<file path="config.mk">
export PLATFORM = sky130hd
export DESIGN_NAME = wstd_ctrl
export DESIGN_NICKNAME = d
export VERILOG_FILES = /design/src/rtl/wstd_pkg.sv /design/src/rtl/wstd_ctrl.sv
export SDC_FILE = /design/constraint.sdc
export NUM_CORES = 1
export LEC_CHECK = 0
export ABC_AREA = 1
export BUFFER_PORTS_ARGS = -buffer_cell sky130_fd_sc_hd__buf_2
export CAP_MARGIN = 0
export CORE_MARGIN = 2
export CORE_UTILIZATION = 45
export DETAILED_ROUTE_END_ITERATION = 10
export PLACE_DENSITY = 0.91
export SLEW_MARGIN = 30
export SYNTH_ARGS = -nofsm -noshare
export SYNTH_HDL_FRONTEND = slang
export SYNTH_SLANG_ARGS = --single-unit
</file>
<file path="constraint.sdc">
create_clock -name i_clk -period 1.7 [get_ports i_clk]
set_input_delay 0.17 -clock i_clk [delete_from_list [all_inputs] [get_ports i_clk]]
set_output_delay 0.17 -clock i_clk [all_outputs]
set_load 0.01 [all_outputs]
</file>
<file path="src/rtl/wstd_pkg.sv">
// Shared types and codes for the work-stealing task dispatcher.
// Used by the controller, the datapath and the top level; depends on nothing.
`default_nettype none
package wstd_pkg;

    // Request kinds carried in the input tuser.
    localparam logic [1:0] REQ_SUBMIT   = 2'd0;
    localparam logic [1:0] REQ_FETCH    = 2'd1;
    localparam logic [1:0] REQ_COMPLETE = 2'd2;
    localparam logic [1:0] REQ_NOP      = 2'd3;

    // Preferred worker classes.
    localparam logic [1:0] CLS_ANY  = 2'd0;
    localparam logic [1:0] CLS_PERF = 2'd1;
    localparam logic [1:0] CLS_EFF  = 2'd2;

    // Result codes carried in the output tuser.
    localparam logic [3:0] RES_QUEUED_LOCAL  = 4'd0;
    localparam logic [3:0] RES_QUEUED_GLOBAL = 4'd1;
    localparam logic [3:0] RES_REJECTED      = 4'd2;
    localparam logic [3:0] RES_GOT_LOCAL     = 4'd3;
    localparam logic [3:0] RES_GOT_GLOBAL    = 4'd4;
    localparam logic [3:0] RES_STOLEN        = 4'd5;
    localparam logic [3:0] RES_NONE          = 4'd6;
    localparam logic [3:0] RES_COMPLETED     = 4'd7;
    localparam logic [3:0] RES_BAD_WORKER    = 4'd8;

    // Configuration register indexes.
    localparam int CFG_AW = 2;
    localparam int CFG_DW = 5;
    localparam logic [CFG_AW-1:0] CFG_WORKER_COUNT = 2'd0;
    localparam logic [CFG_AW-1:0] CFG_PERF_COUNT   = 2'd1;
    localparam logic [CFG_AW-1:0] CFG_STEAL_EN     = 2'd2;

    // Commands from the controller to the datapath.
    typedef struct packed {
        logic       capture;
        logic       idx_clr;
        logic       idx_inc;
        logic       idx_set_w;
        logic       idx_set_tgt;
        logic       best_upd;
        logic       push_local;
        logic       push_global;
        logic       pop_local;
        logic       pop_global;
        logic       done_inc;
        logic       take_task;
        logic       set_code;
        logic [3:0] code;
        logic       emit;
    } t_cmd;

    // Status from the datapath to the controller.
    typedef struct packed {
        logic [1:0] req;
        logic       w_valid;
        logic       idx_in;
        logic       idx_is_w;
        logic       cand;
        logic       found;
        logic       lfull;
        logic       lempty;
        logic       gfull;
        logic       gempty;
        logic       steal_en;
        logic       out_busy;
    } t_stat;

endpackage
`default_nettype wire

</file>
<file path="src/rtl/wstd_ctrl.sv">
// Controller state machine of the dispatcher: sequences scans, pushes and pops.
// Depends on wstd_pkg for the command and status structs and result codes.
`default_nettype none
module wstd_ctrl (
    input  wire logic           i_clk,
    input  wire logic           i_rst_n,
    input  wire logic           i_s_tvalid,
    output logic                o_s_tready,
    input  wire wstd_pkg::t_stat i_stat,
    output wstd_pkg::t_cmd      o_cmd
);
    import wstd_pkg::*;

    localparam logic [3:0] S_IDLE  = 4'd0;
    localparam logic [3:0] S_DEC   = 4'd1;
    localparam logic [3:0] S_SCAN  = 4'd2;
    localparam logic [3:0] S_TGT   = 4'd3;
    localparam logic [3:0] S_PUSH  = 4'd4;
    localparam logic [3:0] S_CMPL  = 4'd5;
    localparam logic [3:0] S_LCHK  = 4'd6;
    localparam logic [3:0] S_STEAL = 4'd7;
    localparam logic [3:0] S_RD    = 4'd8;
    localparam logic [3:0] S_DONE  = 4'd9;

    logic [3:0] r_state;
    logic [3:0] n_state;

    assign o_s_tready = (r_state == S_IDLE);

    // State register.
    always_ff @(posedge i_clk) begin
        if (!i_rst_n) begin
            r_state <= S_IDLE;
        end else begin
            r_state <= n_state;
        end
    end

    // Next state and commands.
    always_comb begin
        n_state = r_state;
        o_cmd   = '0;
        case (r_state)
            S_IDLE: begin
                if (i_s_tvalid) begin
                    o_cmd.capture = 1'b1;
                    n_state       = S_DEC;
                end
            end
            S_DEC: begin
                if (i_stat.req == REQ_NOP) begin
                    n_state = S_IDLE;
                end else if (i_stat.req == REQ_SUBMIT) begin
                    o_cmd.idx_clr = 1'b1;
                    n_state       = S_SCAN;
                end else if (!i_stat.w_valid) begin
                    o_cmd.set_code = 1'b1;
                    o_cmd.code     = RES_BAD_WORKER;
                    n_state        = S_DONE;
                end else begin
                    o_cmd.idx_set_w = 1'b1;
                    n_state = (i_stat.req == REQ_COMPLETE) ? S_CMPL : S_LCHK;
                end
            end
            S_SCAN: begin
                if (!i_stat.idx_in) begin
                    o_cmd.idx_set_tgt = 1'b1;
                    n_state           = S_TGT;
                end else begin
                    o_cmd.best_upd = i_stat.cand;
                    o_cmd.idx_inc  = 1'b1;
                end
            end
            S_TGT: begin
                n_state = S_PUSH;
            end
            S_PUSH: begin
                o_cmd.set_code = 1'b1;
                n_state        = S_DONE;
                if (i_stat.found && !i_stat.lfull) begin
                    o_cmd.push_local = 1'b1;
                    o_cmd.code       = RES_QUEUED_LOCAL;
                end else if (!i_stat.gfull) begin
                    o_cmd.push_global = 1'b1;
                    o_cmd.code        = RES_QUEUED_GLOBAL;
                end else begin
                    o_cmd.code = RES_REJECTED;
                end
            end
            S_CMPL: begin
                o_cmd.done_inc = 1'b1;
                o_cmd.set_code = 1'b1;
                o_cmd.code     = RES_COMPLETED;
                n_state        = S_DONE;
            end
            S_LCHK: begin
                if (!i_stat.lempty) begin
                    o_cmd.pop_local = 1'b1;
                    o_cmd.set_code  = 1'b1;
                    o_cmd.code      = RES_GOT_LOCAL;
                    n_state         = S_RD;
                end else if (!i_stat.gempty) begin
                    o_cmd.pop_global = 1'b1;
                    o_cmd.set_code   = 1'b1;
                    o_cmd.code       = RES_GOT_GLOBAL;
                    n_state          = S_RD;
                end else if (i_stat.steal_en) begin
                    o_cmd.idx_clr = 1'b1;
                    n_state       = S_STEAL;
                end else begin
                    o_cmd.set_code = 1'b1;
                    o_cmd.code     = RES_NONE;
                    n_state        = S_DONE;
                end
            end
            S_STEAL: begin
                if (!i_stat.idx_in) begin
                    o_cmd.set_code = 1'b1;
                    o_cmd.code     = RES_NONE;
                    n_state        = S_DONE;
                end else if (!i_stat.idx_is_w && !i_stat.lempty) begin
                    o_cmd.pop_local = 1'b1;
                    o_cmd.set_code  = 1'b1;
                    o_cmd.code      = RES_STOLEN;
                    n_state         = S_RD;
                end else begin
                    o_cmd.idx_inc = 1'b1;
                end
            end
            S_RD: begin
                o_cmd.take_task = 1'b1;
                n_state         = S_DONE;
            end
            S_DONE: begin
                if (!i_stat.out_busy) begin
                    o_cmd.emit = 1'b1;
                    n_state    = S_IDLE;
                end
            end
            default: begin
                n_state = S_IDLE;
            end
        endcase
    end

endmodule
`default_nettype wire

</file>
==> results of run 1 <==
## logic make-up after synthesis
group	synth area share
DFF	0.133
buffers and inverters	0.174
AOI/OAI and AO/OA	0.112
and+or+nand+nor	0.581
## layout make-up
cell class                 instances  area (um2)
timing repair buffer              34         170
clock buffer                       3        22.5
multi-input combinational         82         425
fill                             127         444
sequential                         4        82.6
inverter                          28         105
tap                               15        18.8
## metrics by stage
| stage | cell area (um2) | worst slack [ns] |
|---|---|---|
| after floorplan | 603 | 0.323 |
| after global placement | 792 | 0.363 |
| after detailed placement | 792 | 0.317 |
| after CTS | 815 | 0.0645 |
| after global routing | 825 | 0.0137 |
| final | 825 | 0.119 |
## final timing paths
kind	cells after the start	endpoint	start
worst max-delay path	5	o_cmd[3]	r_state[2]
worst min-delay path	3	r_state[1]	i_rst_n
worst max register to register	7	r_state[3]	r_state[3]
worst min register to register	2	r_state[0]	r_state[0]
## cell usage after synthesis (all sizes together)
| master | count |
|---|---|
| nor2 | 24 |
| nand2 | 28 |
| o311ai | 1 |
| o21ai | 6 |
| nor3 | 4 |
| nand4 | 4 |
| a21oi | 5 |
| inv | 28 |
| dfxtp | 4 |
| nand3 | 10 |
## worst register-to-register path, cell delays in order, from the launching register on
cell and delay (ns):
dfxtp_1 0.34, nor2_2 0.27, nand3_2 0.16, inv_2 0.08, nand2_1 0.10, nand3_2 0.10
nand2_1 0.05, a21oi_1 0.11
## report_power, final
| group | switching (mW) | leakage (nW) | total, mW | internal (mW) |
|---|---|---|---|---|
| Sequential | 0.0370 | 0.0334 | 0.153 | 0.116 |
| Clock | 0.0360 | 0.0138 | 0.115 | 0.0788 |
| Combinational | 0.239 | 0.511 | 0.376 | 0.137 |
| Total | 0.312 | 0.558 | 0.644 | 0.332 |
## layer usage
metal  global-route usage  vias up
met5                    0        -
met4               0.0833        0
met3               0.0489        4
met2                0.444       39
met1                0.260      364
li1                     -      432
## what timing repair did
action | in CTS | in global routing
endpoints found under the setup margin | 0 | 3
buffers inserted | 0 | 0
resized for setup | 0 | 5
==> flow_metrics.env, run 1 <==
export IMPL_antenna_cells=0
export IMPL_cp_max_fo=6
export IMPL_syn_area_per_cell_um2=5.29
export IMPL_initial_core_util=0.475
export IMPL_path_class="reg -> out"
export IMPL_largest_register_ffs=4
export IMPL_rsz0062_at_grt="no"
export IMPL_wl_met1_um=696
export IMPL_worst_path_buf_inv=2
export IMPL_hp_class="in -> reg"
export IMPL_clk_latency_ns=0.23
export IMPL_top_regs="r_state x4"
export IMPL_core_area_um2=1270
export IMPL_slowest_stage="dfxtp_1"
export IMPL_gp_congestion=0.904
export IMPL_cts_hold_buf=0
export IMPL_critPathCaptureType="output pin"
export IMPL_yosys_area_top_type="inv_1"
export IMPL_dieArea_um2=1650
export IMPL_drc=0
export IMPL_die_height_um=40.6
export IMPL_routed_wl_mm=1.70
export IMPL_layoutNonFillerInstCount=166
export IMPL_max_cap_violations=0
export IMPL_power_leakage_nw=0.558
export IMPL_drv_slew=0
export IMPL_reg2reg_slack_ns=0.44
export IMPL_grt_max_degree=7
export IMPL_grt_overflow=0
export IMPL_grt_use_total=0.238
export IMPL_period_share=0.930
export IMPL_worst_endpoint_required_ns=1.53
export IMPL_synth_warnings=0
export IMPL_synthCells=114
export IMPL_met2_length_um=864
export IMPL_port_buffers=34
export IMPL_arrival_ns=1.41
export IMPL_slowest_delay_ns=0.39
export IMPL_slew_headroom=0.824
export IMPL_mostFrequentLayoutCells="34 x buf_2, 25 x inv_1, 24 x nand2_1"
export IMPL_powerDensity_nw_per_um2=781
export IMPL_h_tree_depth=1
export IMPL_finalHoldViolations=0
export IMPL_rows=13
export IMPL_die_w_um=40.6
export IMPL_grt_pass1_vias=719
export IMPL_ctsLongestPathBuffers=2
export IMPL_wl_per_cell_um=10.2
export IMPL_synthTopCellsByArea="inv_1 16%, nand2_1 15%, dfxtp_1 13%"
export IMPL_top_layer="met4"
export IMPL_post_route_util=0.650
export IMPL_syn_area_um2=603
export IMPL_grt_pass1_wl_mm=2.72
export IMPL_finalPower_uw=644
export IMPL_wl_met3_um=118
export IMPL_fin_skew_ns=0.00261
export IMPL_ys_ff_latch=4
export IMPL_vdd_drop_max_mv=0.445
export IMPL_clkTransAtPathRegs_ns=0.04
export IMPL_areaGrowthSynthToFinish_pct=36.7
export IMPL_cts_tree="done"
export IMPL_final_setup_viol_count=0
export IMPL_synth_distinct_cells=19
export IMPL_final_common_cell="buf_2"
export IMPL_tns_ns=0
export IMPL_routed_via_density=5.05
export IMPL_drt_iter0_markers=24
export IMPL_cts_root_buf="clkbuf_4"
export IMPL_status="completed"
export IMPL_cts_sinks=4
export IMPL_ant_nets=0
export IMPL_antenna_found_initial=0
export IMPL_worstPathCellList="inv_1 > nor2_4 > nand2_2 > o311ai_0 > buf_2"
export IMPL_cts_buffers_inserted=3
export IMPL_worst_slew_pin_slew_ns=0.261
export IMPL_finalCriticalPeriod_ns=1.58
export IMPL_layout_drive_gt1_share=0.377
export IMPL_final_nets=169
export IMPL_dpl_hpwl_mm=1.46
export IMPL_startpoint_type="register"
export IMPL_first_pass_iters=4
export IMPL_top_register="r_state"
export IMPL_dpl_cell_count=163
export IMPL_cpLargestDelayFamily="flip-flops"
export IMPL_synth_top_area_share=0.156
export IMPL_ys_seq_area_frac=0.133
export IMPL_via_count=839
export IMPL_fmax_mhz=632
export IMPL_whs_ns=0.197
export IMPL_io_pins=35
export IMPL_syn_nets=130
(Power assumes the default switching activity.)
==> run 2: changes to the inputs <==
Settings changed: ABC_AREA 1 to 0, CORE_UTILIZATION 45 to 47, GPL_TIMING_DRIVEN from default to 1, PLACE_DENSITY 0.91 to 0.92.
==> run 2 against run 1 <==
  * The run now ends with setup timing left
  * Sequential power shrank 5%
  * Clock skew increased by 0.0063 ns
  * Sequential share of layout area is 1.2 points lower
  * Final area up 21%
  * Worst setup slack got worse by 0.17 ns
  * Critical path type unchanged
==> flow_metrics.env, run 2 <==
export IMPL_hold_start="i_rst_n"
export IMPL_synth_distinct_cells=43
export IMPL_cts_buffers_inserted=3
export IMPL_finalCriticalPeriod_ns=1.75
export IMPL_arrival_ns=1.58
export IMPL_synthCells=92
export IMPL_max_cap_violations=0
export IMPL_largest_register_ffs=4
export IMPL_syn_area_per_cell_um2=7.14
export IMPL_clkTransAtPathRegs_ns=0.04
export IMPL_syn_nets=108
export IMPL_syn_area_um2=657
export IMPL_cts_tree="done"
export IMPL_startpoint_type="register"
export IMPL_tns_ns=-0.119
export IMPL_gp_congestion=0.890
export IMPL_grt_pass1_vias=733
export IMPL_met2_length_mm=1.23
export IMPL_drc=0
export IMPL_antenna_cells=0
export IMPL_worst_endpoint_required_ns=1.53
export IMPL_ys_seq_area_frac=0.122
export IMPL_io_pins=35
export IMPL_whs_ns=0.209
export IMPL_drv_slew=0
export IMPL_layout_drive_gt1_share=0.500
export IMPL_ys_ff_latch=4
export IMPL_grt_max_degree=15
export IMPL_cts_root_buf="clkbuf_4"
export IMPL_final_nets=152
export IMPL_synth_commonest_cells="9 x nor2_1, 6 x nand2_1, 6 x nand2b_1"
export IMPL_synth_top_area_share=0.122
export IMPL_ant_nets=0
export IMPL_hp_class="in -> reg"
export IMPL_top_register="r_state"
export IMPL_grt_use_total=0.292
export IMPL_cp_max_fo=4
export IMPL_rows=13
export IMPL_first_pass_iters=4
export IMPL_fin_skew_ns=0.00887
export IMPL_synth_warnings=0
export IMPL_final_common_cell="buf_2"
export IMPL_die_height_um=41.4
export IMPL_core_area_um2=1300
export IMPL_dieArea_um2=1710
export IMPL_routed_via_density=6.19
export IMPL_rsz0062_at_grt="yes"
export IMPL_timing_rr_start="r_state[1]"
export IMPL_areaGrowthSynthToFinish_pct=51.8
export IMPL_antenna_found_initial=0
export IMPL_h_tree_depth=1
export IMPL_worstHoldEndpoint="r_state[1]"
export IMPL_fin_ws_ns=-0.0498
export IMPL_period_share=1.03
export IMPL_grt_overflow=0
export IMPL_cts_sinks=4
export IMPL_mostFrequentLayoutCells="32 x buf_2, 9 x buf_4, 8 x nor2_1"
export IMPL_ctsLongestPathBuffers=2
export IMPL_top_layer="met4"
export IMPL_synth_edf_count=0
export IMPL_rr_endpoint="r_state[3]"
export IMPL_powerDensity_nw_per_um2=848
export IMPL_critPathCaptureType="output pin"
export IMPL_clk_latency_ns=0.24
export IMPL_vdd_drop_max_mv=0.805
export IMPL_path_class="reg -> out"
export IMPL_yosysMostFrequentCell="nor2_1"
export IMPL_wl_met3_um=142
export IMPL_routed_wl_mm=2.38
export IMPL_port_buffers=34
export IMPL_drt_iter0_markers=33
export IMPL_die_w_um=41.4
export IMPL_initial_core_util=0.505
export IMPL_wl_met1_um=941
export IMPL_synthTopCellsByArea="dfxtp_1 12%, nand2b_1 5.7%, nor2_1 5.1%"
export IMPL_reg2reg_slack_ns=0.07
export IMPL_via_count=923
export IMPL_top_regs="r_state x4"
export IMPL_violations="setup timing"
export IMPL_yosys_area_top_type="dfxtp_1"
export IMPL_slew_headroom=0.734
export IMPL_status="finished, violations left"
export IMPL_final_setup_viol_count=4
export IMPL_ys_flop_type="dfxtp_1"
export IMPL_finalHoldViolations=0
export IMPL_worst_slew_pin_slew_ns=0.396
export IMPL_whs_path_depth=2
export IMPL_async_flop_share=0
export IMPL_power_leakage_nw=0.490
export IMPL_grt_pass1_wl_mm=3.20
export IMPL_dpl_hpwl_mm=1.72
export IMPL_fmax_mhz=572
export IMPL_wl_per_cell_um=16.0
export IMPL_r2r_cells=6
-- run 2: cell types whose count changed after synthesis, sizes merged, moves of 5 or more --
cell | previous run | this run
nand2b | 0 | 6
nand3 | 10 | 2
nand2 | 28 | 6
nor2 | 24 | 9
o21ai | 6 | 1
inv | 28 | 3
-- run 2: worst max path at each step --
stage	from	endpoint	depth (start not counted)
after floorplan	r_state[2]	o_cmd[1]	5
after global placement	r_state[1]	o_cmd[5]	4
after detailed placement	r_state[1]	o_cmd[5]	4
after CTS	r_state[1]	o_cmd[5]	4
after global routing	r_state[1]	o_cmd[4]	4
final	r_state[1]	o_cmd[4]	4
-- run 2: metal layers --
metal	vias up	global-route usage
met5	-	0
met4	0	0.129
met3	10	0.0479
met2	44	0.512
met1	437	0.345
li1	432	-
-- run 2: cell families (layout without fill, tap and decap cells) --
family,count (synthesis),count (layout),synth area share
and+or+nand+nor,52,52,0.493
muxes,1,1,0.0152
xor gates and xnor gates,1,1,0.0133
buffers and inverters,9,51,0.0686
AOI/OAI and AO/OA,25,25,0.288
DFF,4,4,0.122
-- run 2: final cells by class --
class                      count  area [um2]
multi-input combinational     79         584
fill                         100         304
tap                           15        18.8
sequential                     4        87.6
timing repair buffer          45         273
clock buffer                   3        22.5
inverter                       3        11.3
-- run 2: repair_timing --
action	CTS	global route
setup endpoints to repair	7	8
gates resized for setup	9	11
hold buffers	0	0
buffers inserted	4	1
pin swaps	4	2
-- run 2: where the power goes --
part,internal [mW],leakage (nW),total [mW],switching (mW)
logic,0.271,0.442,0.583,0.312
clock network,0.0789,0.0138,0.118,0.0392
registers,0.118,0.0347,0.145,0.0260
-- run 2: metrics by stage --
step,area (um2),util,cells,setup slack (ns),power (mW)
2_1_floorplan,657,-,92,0.149,0.463
3_3_place_gp,857,0.659,141,0.114,0.602
3_5_place_dp,857,0.659,141,0.0719,0.617
4_1_cts,943,0.725,148,-0.0799,0.784
5_1_grt,997,0.766,149,-0.0998,0.902
6_report,997,0.766,149,-0.0498,0.846
-- run 2: worst max-delay path, cell delays in order, from the launching register on --
cell     delay [ns]
dfxtp_4        0.34
or4b_4         0.56
nor3_4         0.19
buf_4          0.15
buf_6          0.10
==> run 3: changes to the inputs <==
Settings changed: CORE_UTILIZATION 47 to 49, CTS_BUF_LIST from default to sky130_fd_sc_hd__clkbuf_2 sky130_fd_sc_hd__clkbuf_4 sky130_fd_sc_hd__clkbuf_8, PLACE_DENSITY 0.92 to 0.95.
==> run 3 against run 2 <==
  * The flow still finishes with violations (setup timing)
  * Critical endpoint is now o_cmd[5]
  * Highest routed layer unchanged
  * Power fell by 8.7%
  * Wire length fell by 10%
  * Worst setup slack got worse by 0.056 ns
  * Via count fell by 3.3%
  * Largest cell class unchanged
  * Register-to-register slack improved by 0.07 ns
  * Final area fell by 8.4%
  * Global-route usage fell by 2.9 points
  * Non-clock buffer count fell by 5
  * Combinational power fell by 15%
  * Clock skew fell by 0.0025 ns
==> flow_metrics.env, run 3 (synthesis gave the netlist of run 2 again) <==
export IMPL_slowest_delay_ns=0.59
export IMPL_final_nets=147
export IMPL_core_area_um2=1270
export IMPL_fmax_mhz=554
export IMPL_hp_class="in -> reg"
export IMPL_regArea_um2=87.6
export IMPL_violations="setup timing"
export IMPL_ctsLongestPathBuffers=2
export IMPL_rr_endpoint="r_state[3]"
export IMPL_path_class="reg -> out"
export IMPL_top_regs="r_state x4"
export IMPL_drv_slew=0
export IMPL_wl_per_cell_um=14.9
export IMPL_routed_wl_mm=2.14
export IMPL_ant_nets=0
export IMPL_fill_cells=101
export IMPL_routed_via_density=6.20
export IMPL_reg2reg_slack_ns=0.14
export IMPL_slew_headroom=0.727
export IMPL_clk_latency_ns=0.24
export IMPL_largest_register_ffs=4
export IMPL_drt_iter0_markers=40
export IMPL_powerDensity_nw_per_um2=846
export IMPL_worst_path_buf_inv=1
export IMPL_finalCriticalPeriod_ns=1.81
export IMPL_grt_pass1_wl_mm=2.94
export IMPL_antenna_cells=0
export IMPL_layout_drive_gt1_share=0.457
export IMPL_final_common_cell="buf_2"
export IMPL_areaGrowthSynthToFinish_pct=39.0
export IMPL_startpoint_type="register"
export IMPL_h_tree_depth=1
export IMPL_arrival_ns=1.64
export IMPL_multi_input_area_um2=547
export IMPL_finalHoldViolations=0
export IMPL_power_leakage_nw=0.450
export IMPL_post_route_cell_area_um2=913
export IMPL_dpl_cell_count=140
export IMPL_antenna_found_initial=0
export IMPL_max_cap_violations=0
export IMPL_placed_area_um2=850
export IMPL_grt_max_degree=19
export IMPL_cpLargestDelayFamily="simple AND/OR/NAND/NOR gates"
export IMPL_cts_buffers_inserted=3
export IMPL_grt_use_total=0.263
export IMPL_status="finished, violations left"
export IMPL_clkTransAtPathRegs_ns=0.04
export IMPL_whs_path_depth=2
export IMPL_grt_overflow=0
export IMPL_final_setup_viol_count=5
export IMPL_cts_tree="done"
export IMPL_grt_pass1_vias=724
export IMPL_first_pass_iters=4
export IMPL_die_height_um=40.6
export IMPL_fin_ws_ns=-0.106
export IMPL_fin_skew_ns=0.00642
export IMPL_period_share=1.06
export IMPL_slowest_stage="or4b_4"
export IMPL_io_pins=35
export IMPL_hold_start="i_rst_n"
export IMPL_drc=0
export IMPL_vdd_drop_max_mv=0.824
export IMPL_r2r_cells=5
export IMPL_top_register="r_state"
export IMPL_rows=13
export IMPL_timing_rr_start="r_state[2]"
export IMPL_critPathCaptureType="output pin"
export IMPL_via_count=893
export IMPL_worstPathCellList="or4b_4 > nor3_4 > or3_1 > buf_2"
export IMPL_dpl_hpwl_mm=1.57
export IMPL_gp_congestion=0.890
export IMPL_dieArea_um2=1650
export IMPL_worst_slew_pin_slew_ns=0.407
export IMPL_initial_core_util=0.518
export IMPL_cts_sinks=4
export IMPL_layoutNonFillerInstCount=144
export IMPL_worst_endpoint_required_ns=1.53
export IMPL_cts_root_buf="clkbuf_4"
export IMPL_cp_max_fo=6
export IMPL_die_w_um=40.6
export IMPL_mostFrequentLayoutCells="34 x buf_2, 8 x nor2_1, 6 x nand2_1, 6 x nand2b_1"
export IMPL_port_buffers=34
export IMPL_rsz0062_at_grt="yes"
export IMPL_worstHoldEndpoint="r_state[1]"
-- run 3: changes by cell type in the layout (fill, tap and decap cells not counted), sizes merged --
cell,delta
buf,-5
-- run 3: metrics by stage --
step | TNS [ns] | setup slack, ns | hold slack [ns] | total power [mW] | utilization
2_1_floorplan | 0 | 0.149 | 0.288 | 0.463 | -
3_3_place_gp | 0 | 0.153 | 0.435 | 0.583 | 0.670
3_5_place_dp | 0 | 0.0973 | 0.452 | 0.601 | 0.670
4_1_cts | -0.181 | -0.102 | 0.196 | 0.743 | 0.705
5_1_grt | -0.498 | -0.151 | 0.212 | 0.827 | 0.720
6_report | -0.218 | -0.106 | 0.204 | 0.772 | 0.720
-- run 3: layout make-up --
type | count | area share
clock buffers | 3 | 0.0247
inverters | 3 | 0.0123
multi-input cells | 79 | 0.599
flip-flops and latches | 4 | 0.0959
well taps | 15 | 0.0205
repair buffers | 40 | 0.248
-- run 3: worst max-delay path by stage --
stage,endpoint,depth (start not counted),start,slack (ns)
finish,o_cmd[5],4,r_state[2],-0.11
global placement,o_cmd[5],4,r_state[1],0.15
floorplan,o_cmd[1],5,r_state[2],0.15
global route,o_cmd[5],4,r_state[2],-0.15
CTS,o_cmd[5],4,r_state[3],-0.10
detailed placement,o_cmd[5],4,r_state[1],0.1
-- run 3: power breakdown --
group | total [mW] | internal (mW) | switching (mW)
clock | 0.122 | 0.0793 | 0.0430
combinational | 0.493 | 0.227 | 0.267
sequential | 0.157 | 0.118 | 0.0385
-- run 3: layer usage --
metal	share of wire	GRT usage	routed length [um]
met4	0.015	0.125	32
met5	0	0	0
met3	0.082	0.0598	175
met2	0.50	0.460	1060
met1	0.41	0.298	871
-- run 3: what timing repair did --
| action | in CTS | in global routing |
|---|---|---|
| endpoints found under the setup margin | 6 | 6 |
| gates cloned | 0 | 0 |
| hold buffers | 0 | 0 |
| setup buffers | 1 | 0 |
| pin swaps | 3 | 3 |
| hold endpoints to repair | 0 | 0 |
| resized for setup | 6 | 6 |
